**config.mk**
```make
export PLATFORM = sky130hd
export DESIGN_NAME = websocket_frame_deframer_core
export DESIGN_NICKNAME = d
export VERILOG_FILES = /design/src/hw/rtl/wsd_pkg.sv /design/src/hw/rtl/wsd_parser.sv /design/src/hw/rtl/websocket_frame_deframer_core.sv
export SDC_FILE = /design/constraint.sdc
export NUM_CORES = 1
export LEC_CHECK = 0
export BUFFER_PORTS_ARGS = -buffer_cell sky130_fd_sc_hd__buf_2
export CAP_MARGIN = 20
export CORE_AREA = 2 2 104 106
export DETAILED_ROUTE_END_ITERATION = 16
export DIE_AREA = 0 0 106 108
export HOLD_SLACK_MARGIN = 0.15
export PLACE_DENSITY = 0.75
export SETUP_SLACK_MARGIN = 0.05
export SYNTH_ARGS = -nofsm -noshare
export SYNTH_HDL_FRONTEND = slang
export SYNTH_HIERARCHICAL = 1
export SYNTH_SLANG_ARGS = --single-unit
```
**constraint.sdc**
```tcl
create_clock -name clk -period 3.89 [get_ports clk]
set_input_delay 0.5835 -clock clk [delete_from_list [all_inputs] [get_ports clk]]
set_output_delay 0.5835 -clock clk [all_outputs]
set_load 0.01 [all_outputs]
```
**src/hw/rtl/wsd_pkg.sv**
```systemverilog
// wsd_pkg: beat types, status codes and header constants for the websocket deframer
// no dependencies; imported by wsd_parser and websocket_frame_deframer_core
`timescale 1ns / 1ps
`default_nettype none

package wsd_pkg;

  // frame header constants
  localparam logic [7:0] FIN_BIT        = 8'h80;
  localparam logic [3:0] OPCODE_MASK    = 4'hF;
  localparam logic [3:0] OPCODE_TEXT    = 4'h1;
  localparam logic [6:0] LEN_CODE_16    = 7'd126;
  localparam logic [6:0] LEN_CODE_64    = 7'd127;
  localparam logic [15:0] MAX_PAYLOAD_RESET = 16'd1023;

  typedef enum logic [2:0] {
    ST_DATA      = 3'd0,
    ST_NOT_FINAL = 3'd1,
    ST_NOT_TEXT  = 3'd2,
    ST_EMPTY     = 3'd3,
    ST_TOO_LONG  = 3'd4,
    ST_TRUNCATED = 3'd5
  } wsd_status_t;

  // one raw byte of the received buffer
  typedef struct packed {
    logic [7:0] data_byte;
    logic       buffer_end;
  } wsd_in_t;

  // one result beat
  typedef struct packed {
    logic [7:0]  payload_byte;
    logic        last_of_frame;
    wsd_status_t status;
  } wsd_out_t;

  // parser result toward the output register
  typedef struct packed {
    logic     valid;
    wsd_out_t beat;
  } wsd_res_t;

endpackage

`default_nettype wire

```
**src/hw/rtl/wsd_parser.sv**
```systemverilog
// wsd_parser: header parse state, masking key and payload unmask for one byte per cycle while go is high
// depends on wsd_pkg
`timescale 1ns / 1ps
`default_nettype none

module wsd_parser
  import wsd_pkg::*;
(
  input  wire logic        clk,
  input  wire logic        rst,
  input  wire logic        go,
  input  wire wsd_in_t     beat,
  input  wire logic [15:0] max_payload,
  output wsd_res_t         res
);

  typedef enum logic [2:0] {
    PH_HDR0 = 3'd0,
    PH_HDR1 = 3'd1,
    PH_EXT  = 3'd2,
    PH_KEY  = 3'd3,
    PH_DATA = 3'd4,
    PH_SKIP = 3'd5
  } phase_t;

  phase_t      phase, phase_next;
  logic [1:0]  hidx, hidx_next;
  logic        masked, masked_next;
  logic [15:0] flen, flen_next;
  logic [7:0]  key [4];
  logic [7:0]  key_next [4];
  logic [15:0] count, count_next;

  logic [7:0]  b;
  logic        last_in;
  logic [15:0] len_val;
  logic        len_masked;
  logic [16:0] count_inc;
  logic [7:0]  unmasked;

  assign b         = beat.data_byte;
  assign last_in   = beat.buffer_end;
  // length as known after this byte: short code or low byte of the 16-bit length
  assign len_val    = (phase == PH_HDR1) ? {9'd0, b[6:0]} : {flen[15:8], b};
  assign len_masked = (phase == PH_HDR1) ? b[7] : masked;
  assign count_inc  = {1'b0, count} + 17'd1;
  assign unmasked   = b ^ key[count[1:0]];

  function automatic wsd_out_t err_beat(input wsd_status_t st);
    wsd_out_t r;
    r.payload_byte  = 8'd0;
    r.last_of_frame = 1'b1;
    r.status        = st;
    return r;
  endfunction

  always_comb begin
    phase_next  = phase;
    hidx_next   = hidx;
    masked_next = masked;
    flen_next   = flen;
    count_next  = count;
    for (int i = 0; i < 4; i++) key_next[i] = key[i];
    res         = '0;

    unique case (phase)
      PH_HDR0: begin
        masked_next = 1'b0;
        flen_next   = 16'd0;
        hidx_next   = 2'd0;
        count_next  = 16'd0;
        for (int i = 0; i < 4; i++) key_next[i] = 8'd0;
        if ((b & FIN_BIT) == 8'd0) begin
          res.valid  = 1'b1;
          res.beat   = err_beat(ST_NOT_FINAL);
          phase_next = last_in ? PH_HDR0 : PH_SKIP;
        end else if ((b[3:0] & OPCODE_MASK) != OPCODE_TEXT) begin
          res.valid  = 1'b1;
          res.beat   = err_beat(ST_NOT_TEXT);
          phase_next = last_in ? PH_HDR0 : PH_SKIP;
        end else if (last_in) begin
          res.valid  = 1'b1;
          res.beat   = err_beat(ST_TRUNCATED);
          phase_next = PH_HDR0;
        end else begin
          phase_next = PH_HDR1;
        end
      end

      PH_HDR1, PH_EXT: begin
        if (phase == PH_HDR1) masked_next = b[7];
        if (phase == PH_HDR1 && b[6:0] == LEN_CODE_64) begin
          res.valid  = 1'b1;
          res.beat   = err_beat(ST_TOO_LONG);
          phase_next = last_in ? PH_HDR0 : PH_SKIP;
        end else if ((phase == PH_HDR1 && b[6:0] == LEN_CODE_16) ||
                     (phase == PH_EXT && hidx == 2'd0)) begin
          // first byte of the extended length still to come, or just taken
          if (phase == PH_HDR1) begin
            hidx_next  = 2'd0;
            phase_next = PH_EXT;
          end else begin
            flen_next = {b, 8'd0};
            hidx_next = 2'd1;
          end
          if (last_in) begin
            res.valid  = 1'b1;
            res.beat   = err_beat(ST_TRUNCATED);
            phase_next = PH_HDR0;
          end
        end else begin
          // length known: range check, then key or payload
          flen_next = len_val;
          if (len_val == 16'd0) begin
            res.valid  = 1'b1;
            res.beat   = err_beat(ST_EMPTY);
            phase_next = last_in ? PH_HDR0 : PH_SKIP;
          end else if (len_val > max_payload) begin
            res.valid  = 1'b1;
            res.beat   = err_beat(ST_TOO_LONG);
            phase_next = last_in ? PH_HDR0 : PH_SKIP;
          end else begin
            hidx_next  = 2'd0;
            count_next = 16'd0;
            if (last_in) begin
              res.valid  = 1'b1;
              res.beat   = err_beat(ST_TRUNCATED);
              phase_next = PH_HDR0;
            end else begin
              phase_next = len_masked ? PH_KEY : PH_DATA;
            end
          end
        end
      end

      PH_KEY: begin
        key_next[hidx] = b;
        hidx_next      = hidx + 2'd1;
        if (hidx == 2'd3) phase_next = PH_DATA;
        if (last_in) begin
          res.valid  = 1'b1;
          res.beat   = err_beat(ST_TRUNCATED);
          phase_next = PH_HDR0;
        end
      end

      PH_DATA: begin
        count_next = count_inc[15:0];
        res.valid  = 1'b1;
        if (count_inc >= {1'b0, flen}) begin
          res.beat.payload_byte  = unmasked;
          res.beat.last_of_frame = 1'b1;
          res.beat.status        = ST_DATA;
          phase_next             = last_in ? PH_HDR0 : PH_SKIP;
        end else if (last_in) begin
          res.beat   = err_beat(ST_TRUNCATED);
          phase_next = PH_HDR0;
        end else begin
          res.beat.payload_byte  = unmasked;
          res.beat.last_of_frame = 1'b0;
          res.beat.status        = ST_DATA;
        end
      end

      PH_SKIP: begin
        if (last_in) phase_next = PH_HDR0;
      end

      default: begin
        if (last_in) phase_next = PH_HDR0;
      end
    endcase
  end

  always_ff @(posedge clk) begin
    if (rst) begin
      phase  <= PH_HDR0;
      hidx   <= 2'd0;
      masked <= 1'b0;
      flen   <= 16'd0;
      count  <= 16'd0;
      for (int i = 0; i < 4; i++) key[i] <= 8'd0;
    end else if (go) begin
      phase  <= phase_next;
      hidx   <= hidx_next;
      masked <= masked_next;
      flen   <= flen_next;
      count  <= count_next;
      for (int i = 0; i < 4; i++) key[i] <= key_next[i];
    end
  end

  // payload bytes only while a frame of known, accepted length is open
  a_data_len_nonzero: assert property (@(posedge clk) disable iff (rst)
    (phase == PH_DATA) |-> (flen != 16'd0))
    else $error("payload phase with zero frame length");

  a_count_below_len: assert property (@(posedge clk) disable iff (rst)
    (phase == PH_DATA) |-> (count < flen))
    else $error("payload count reached frame length inside payload phase");

  a_unmasked_key_zero: assert property (@(posedge clk) disable iff (rst)
    (phase == PH_DATA && !masked) |-> (key[0] == 8'd0 && key[3] == 8'd0))
    else $error("unmasked frame with nonzero key");

endmodule

`default_nettype wire

```
**src/hw/rtl/websocket_frame_deframer_core.sv**
```systemverilog
// websocket_frame_deframer_core: top level with input register, parser and result register
// depends on wsd_pkg and wsd_parser
`timescale 1ns / 1ps
`default_nettype none

// Receive-side WebSocket deframer for one client-to-server frame per buffer.
// Bytes of the buffer arrive one per beat on the byte channel, buffer_end marking
// the last. The header (FIN, opcode, mask bit, 7-bit or 16-bit length, masking key)
// is parsed and each payload byte leaves on the payload channel, unmasked, with
// last_of_frame on the final one. A frame that is not final, not text, empty,
// longer than max_payload, uses the 64-bit length code, or is cut short by
// buffer_end gives exactly one error beat (byte 0, last_of_frame 1, status code),
// after which the rest of the buffer is dropped up to its end byte; bytes after a
// complete frame are dropped the same way. Throughput is one byte per clock while
// payload_stall is low: a byte sits in an input register, passes the parser
// logic, and its result lands in an output register. max_payload resets to 1023;
// the user writes it only while idle, as the block itself does not enforce this.
module websocket_frame_deframer_core
  import wsd_pkg::*;
(
  input  wire logic        clk,
  input  wire logic        rst,
  // byte channel
  input  wire logic        byte_valid,
  output logic             byte_stall,
  input  wire wsd_in_t     byte_beat,
  // payload channel
  output logic             payload_valid,
  input  wire logic        payload_stall,
  output wsd_out_t         payload_beat,
  // configuration
  input  wire logic        max_payload_we,
  input  wire logic [15:0] max_payload_wdata
);

  logic [15:0] max_payload;

  // input register
  logic    q_valid;
  wsd_in_t q_beat;

  // control between the stages
  logic     out_free;
  logic     go;
  logic     byte_take;
  wsd_res_t res;

  // output register can take a new beat when empty or being drained
  assign out_free   = !payload_valid || !payload_stall;
  assign go         = q_valid && out_free;
  assign byte_stall = q_valid && !out_free;
  assign byte_take  = byte_valid && !byte_stall;

  always_ff @(posedge clk) begin
    if (rst) begin
      max_payload <= MAX_PAYLOAD_RESET;
    end else if (max_payload_we) begin
      max_payload <= max_payload_wdata;
    end
  end

  always_ff @(posedge clk) begin
    if (rst) begin
      q_valid <= 1'b0;
    end else if (byte_take) begin
      q_valid <= 1'b1;
    end else if (go) begin
      q_valid <= 1'b0;
    end
    if (byte_take) q_beat <= byte_beat;
  end

  wsd_parser u_parser (
    .clk         (clk),
    .rst         (rst),
    .go          (go),
    .beat        (q_beat),
    .max_payload (max_payload),
    .res         (res)
  );

  // result register; a byte with no result just clears it once drained
  always_ff @(posedge clk) begin
    if (rst) begin
      payload_valid <= 1'b0;
    end else if (go) begin
      payload_valid <= res.valid;
    end else if (!payload_stall) begin
      payload_valid <= 1'b0;
    end
    if (go && res.valid) payload_beat <= res.beat;
  end

  // the byte channel only backs up when a byte is held
  a_stall_needs_byte: assert property (@(posedge clk) disable iff (rst)
    byte_stall |-> q_valid)
    else $error("byte channel stalled with empty input register");

  // error beats carry a zero byte and close the frame
  a_error_shape: assert property (@(posedge clk) disable iff (rst)
    (payload_valid && payload_beat.status != ST_DATA) |->
      (payload_beat.last_of_frame && payload_beat.payload_byte == 8'd0))
    else $error("error beat without last_of_frame or with nonzero byte");

  // a held byte with a stalled full output must back up the byte channel
  a_backpressure: assert property (@(posedge clk) disable iff (rst)
    (q_valid && payload_valid && payload_stall) |-> byte_stall)
    else $error("byte accepted while pipeline is blocked");

endmodule

`default_nettype wire

```
Word-level counts from Yosys, hierarchy flattened:

Memories as Yosys holds them, arrays and structs flattened. A register that Yosys moved wholly into a read port is not among the register bits.
Cells that the tools add are included.
Widths: inputs -> output; s select.

* memories: 1
* output and inout bits: 14
* word-level logic and storage cells: 136
* register bits: 77
* RAM bits: 32

Memories
* u_parser.key: words 4, width 8, rd ports 5, clocked after Yosys merged registers in 1, write ports 4, line wsd_parser.sv:30 `logic [7:0] key [4];`

* bitwise gates (word level): 6
* equal/unequal tests: 18
* $add $sub $neg: 2
* reductions and logical operators: 28
* muxes and demuxes: 64
* magnitude comparators: 4

Operators by type and width (number)
* $mux 16: 8
* $mux 13: 7
* $pmux 32 s2: 1
* $pmux 13 s4: 1
* $pmux 16 s3: 1
* $mux 3: 15
* $mux 8: 5
* $bwmux 32: 1
* $pmux 16 s2: 1
* $mux 12: 2
* $add 16x1->17 const B: 1
* $ge 17x16->1: 1
* $demux 8 s2: 1
* $gt 16x16->1: 1
* $logic_not 16->1: 1
* $eq 7x7->1 const B: 2
* $mux 1: 12
* $mux 2: 6
* $pmux 3 s4: 1
* $ne 3x2->1 const B: 3
* $logic_and 1x1->1: 8
* $logic_not 8->1: 1
* $ne 2x2->1 const B: 4
* $xor 8x8->8: 1
* 27 further kinds: 37

Depth between registers and ports, before layout:

* word-level depth: 10
* gate-level depth with buffers: 15
* depth with buffers taken out: 14

Cells and area by module:

Netlist, hierarchy kept.

Modules (own cells, without submodules)
* wsd_parser: cells an instance 529, area an instance 4824.6 sq um, instances 1
* websocket_frame_deframer_core: cells an instance 85, area an instance 1340.0 sq um, instances 1

Worst setup path before layout:

OpenSTA, ideal clock, no wires.

* path type: register to register
* start: reg u_parser.count[2]
* end: reg payload_beat[10] (netlist bit), data pin
* arrival time: 3332 ps
* clock period less this slack: 3602 ps
* stages on the path, launching flop included: 16
* slack: 288 ps
* setup time: 270 ps
* path buffers: 1
* data required time: 3620 ps
* path through: dfxtp_1 clkbuf_1 and4_1 nand2_1 nor2_1 nand2_1 or3_1 xnor2_1 ha_1 a211o_1 o211ai_1 a21oi_1 o41a_1 or2_2 o21ai_1 nor2_1

RTL lines
* from (decl): line wsd_parser.sv:32 `logic [15:0] count, count_next;`
* from (signal assigned): line wsd_parser.sv:188 `count <= count_next;`
* to (signal assigned): line websocket_frame_deframer_core.sv:91 `if (go && res.valid) payload_beat <= res.beat;`
* to (decl): line websocket_frame_deframer_core.sv:30 `output wsd_out_t payload_beat,`

==> results.sh <==
export IMPL_grt_overflow=0
export IMPL_drv_slew=0
export IMPL_cp_depth=14
export IMPL_clk_latency_ns=0.40
export IMPL_worst_pin_slew_ns=0.770
export IMPL_dp_hpwl_um=9740
export IMPL_final_common_cell="nor2_1"
export IMPL_n_antenna_cell=0
export IMPL_route_detailed_drc=0
export IMPL_rr_startpoint="u_parser/count[2]"
export IMPL_track_usage_pct=24.8
export IMPL_ys_types=61
export IMPL_dieArea_um2=11400
export IMPL_final_area_um2=6640
export IMPL_cts_max_path_buffers=2
export IMPL_hp_class="in -> reg"
export IMPL_hold_buffers=0
export IMPL_tns_ns=0
export IMPL_grt_pass1_vias=4533
export IMPL_rsz0062_at_grt="false"
export IMPL_die_h_um=108
export IMPL_post_route_period_util_pct=91.9
export IMPL_end_kind="register"
export IMPL_setup_ws_ns=0.314
export IMPL_relSlewSlack_pct=48.5
export IMPL_setup_viol=0
export IMPL_cts_resized_gates=0
export IMPL_synth_async_sr_flop_share_pct=0
export IMPL_grt_pass1_wl_um=22000
export IMPL_wirelength_um=13500
export IMPL_cp_startpoint="u_parser/count[2]"
export IMPL_crit_chain="and4_1, nand2_1, nor2_1, nand2_1, or3_1, xnor2_1, ha_1, o211ai_1, a21oi_1, o41a_1, or2_2, o21ai_1, buf_4, nor2_1"
export IMPL_synthesis_nets=680
export IMPL_gp_congestion=0.929
export IMPL_power_density_nw_per_um2=336
export IMPL_cp_arrival_ns=3.73
export IMPL_cts_tree="done"
export IMPL_min_period_ns=3.58
export IMPL_syn_inst=614
export IMPL_rows=37
export IMPL_startpoint_type="register"
export IMPL_cts_root_buffer="clkbuf_8"
export IMPL_hold_violations=0
export IMPL_path_class="reg -> reg"
export IMPL_avgSynthCellArea_um2=10.0
export IMPL_dr_pass1_iters=5
export IMPL_io_pins=44
export IMPL_drv_cap=0
export IMPL_dpl_worst_slack_ns=0.349
export IMPL_ant_nets=0
export IMPL_h_tree_depth=3
export IMPL_drive_above_1_share_pct=16.1
export IMPL_synth_seq_cells=111
export IMPL_status="complete, no violations"
export IMPL_cts_buffers=9
export IMPL_yosysWarnings=6
export IMPL_yosysSeqAreaShare_pct=44.7
export IMPL_cp_max_fo=8
export IMPL_hold_depth=1
export IMPL_worstRegToRegCells=14
export IMPL_cts_reportedPaths_clkPinSlew_ns=0.12
export IMPL_ir_drop_mv=0.398
export IMPL_coreArea_um2=10200
export IMPL_vias_per_cell=5.85
export IMPL_cts_num_sinks=111
export IMPL_power_leakage_nw=2.66
export IMPL_nets=707
export IMPL_crit_family="simple AND/OR/NAND/NOR gates"
export IMPL_die_x_um=106
export IMPL_synth_edff_count=53
export IMPL_synth_flop_cell="dfxtp_1"
export IMPL_first_iter_violations=318
export IMPL_synth_area_um2=6160
export IMPL_max_freq_mhz=280
export IMPL_wl_per_cell_um=17.3
export IMPL_synth_area_leader_cell="edfxtp_1"
export IMPL_cts_setup_buffers=0
export IMPL_synth_top_area_share_pct=25.8
export IMPL_skew_ns=0.0186
export IMPL_antenna_found_initial=0
export IMPL_grt_max_degree=33
export IMPL_crit_buf_inv=1
export IMPL_cpPeakStageDelay_ns=0.47
export IMPL_syn_to_final_growth_pct=7.69
export IMPL_layout_common_cells="nor2_1 (98), dfxtp_1 (58), edfxtp_1 (53)"
export IMPL_place_area_um2=6440
export IMPL_portBuffers=43
export IMPL_hp_start="byte_beat[8]"
export IMPL_vias=4575
export IMPL_synthTopCellsByArea="edfxtp_1 (26%), dfxtp_1 (19%), ha_1 (7.3%)"
export IMPL_critPathSlowestCell="dfxtp_1"
export IMPL_start_util_pct=60.3
export IMPL_crit_required_ns=4.04
==> cell families after synthesis <==
logic type | synth area share (%)
simple gates | 15.3
mux | 9.76
compound gates | 14.3
fa+ha+maj | 7.31
xor+xnor | 3.27
buf+inv | 5.48
flops | 44.7
==> cell type report <==
type / instances / area, um2
Tap cell: 136 / 170
Clock inverter: 6 / 63.8
Fill cell: 840 / 3590
Clock buffer: 10 / 138
Inverter: 42 / 158
Multi-Input combinational cell: 425 / 3070
Sequential cell: 111 / 2750
Timing Repair Buffer: 52 / 283
==> per-stage QoR <==
stage,utilization (%),power [W],hold slack (ns),std cells
after floorplan,-,0.00149,0.442,614
after global placement,62.9,0.00155,0.462,766
after detailed placement,62.9,0.00156,0.468,766
after CTS,64.9,0.00224,0.344,782
after global routing,64.9,0.00232,0.334,782
final,64.9,0.00223,0.354,782
==> power breakdown <==
part | internal (W) | leakage [nW] | switching, W
logic | 0.0000949 | 1.54 | 0.000121
clock network | 0.000268 | 0.0997 | 0.000425
registers | 0.00127 | 1.02 | 0.0000475
total | 0.00163 | 2.66 | 0.000594
==> worst paths after layout <==
kind	end	slack, ns
setup / recovery	payload_beat[11]	0.31
hold / removal	q_beat[8]	0.35
setup reg to reg	payload_beat[11]	0.31
hold reg to reg	u_parser/masked	0.50
==> metal layers <==
metal  GRT usage [%]  up-vias  routed length (um)
met3            5.55       24                 503
met2            42.0      101                6520
met5               0        -                   0
met4            8.93        0                 327
met1            31.4     2201                6150
li1                -     2249                   -
==> synth_stat cells (5+ instances only) <==
master,number
inv_1,41
a211o_2,10
dfxtp_1,58
xnor2_1,18
mux2i_1,41
a21o_1,5
nand4_1,13
and2b_2,7
a21oi_1,25
nor3_1,8
nand2_1,24
nor2_1,98
nand2b_1,5
buf_2,5
clkbuf_1,25
o21ai_0,12
edfxtp_1,53
nor2b_1,9
xor2_1,5
ha_1,36
mux4_2,8
a22o_1,13
a22oi_1,14
nand3_1,17
==> sequential cells by signal, indices dropped and copies added (netlist names), 2 cells and up, named ones only <==
signal          count
u_parser/key       32
max_payload        16
u_parser/count     16
u_parser/flen      16
payload_beat       12
q_beat              9
u_parser/phase      3
u_parser/hidx       2
(Power assumes the default switching activity.)
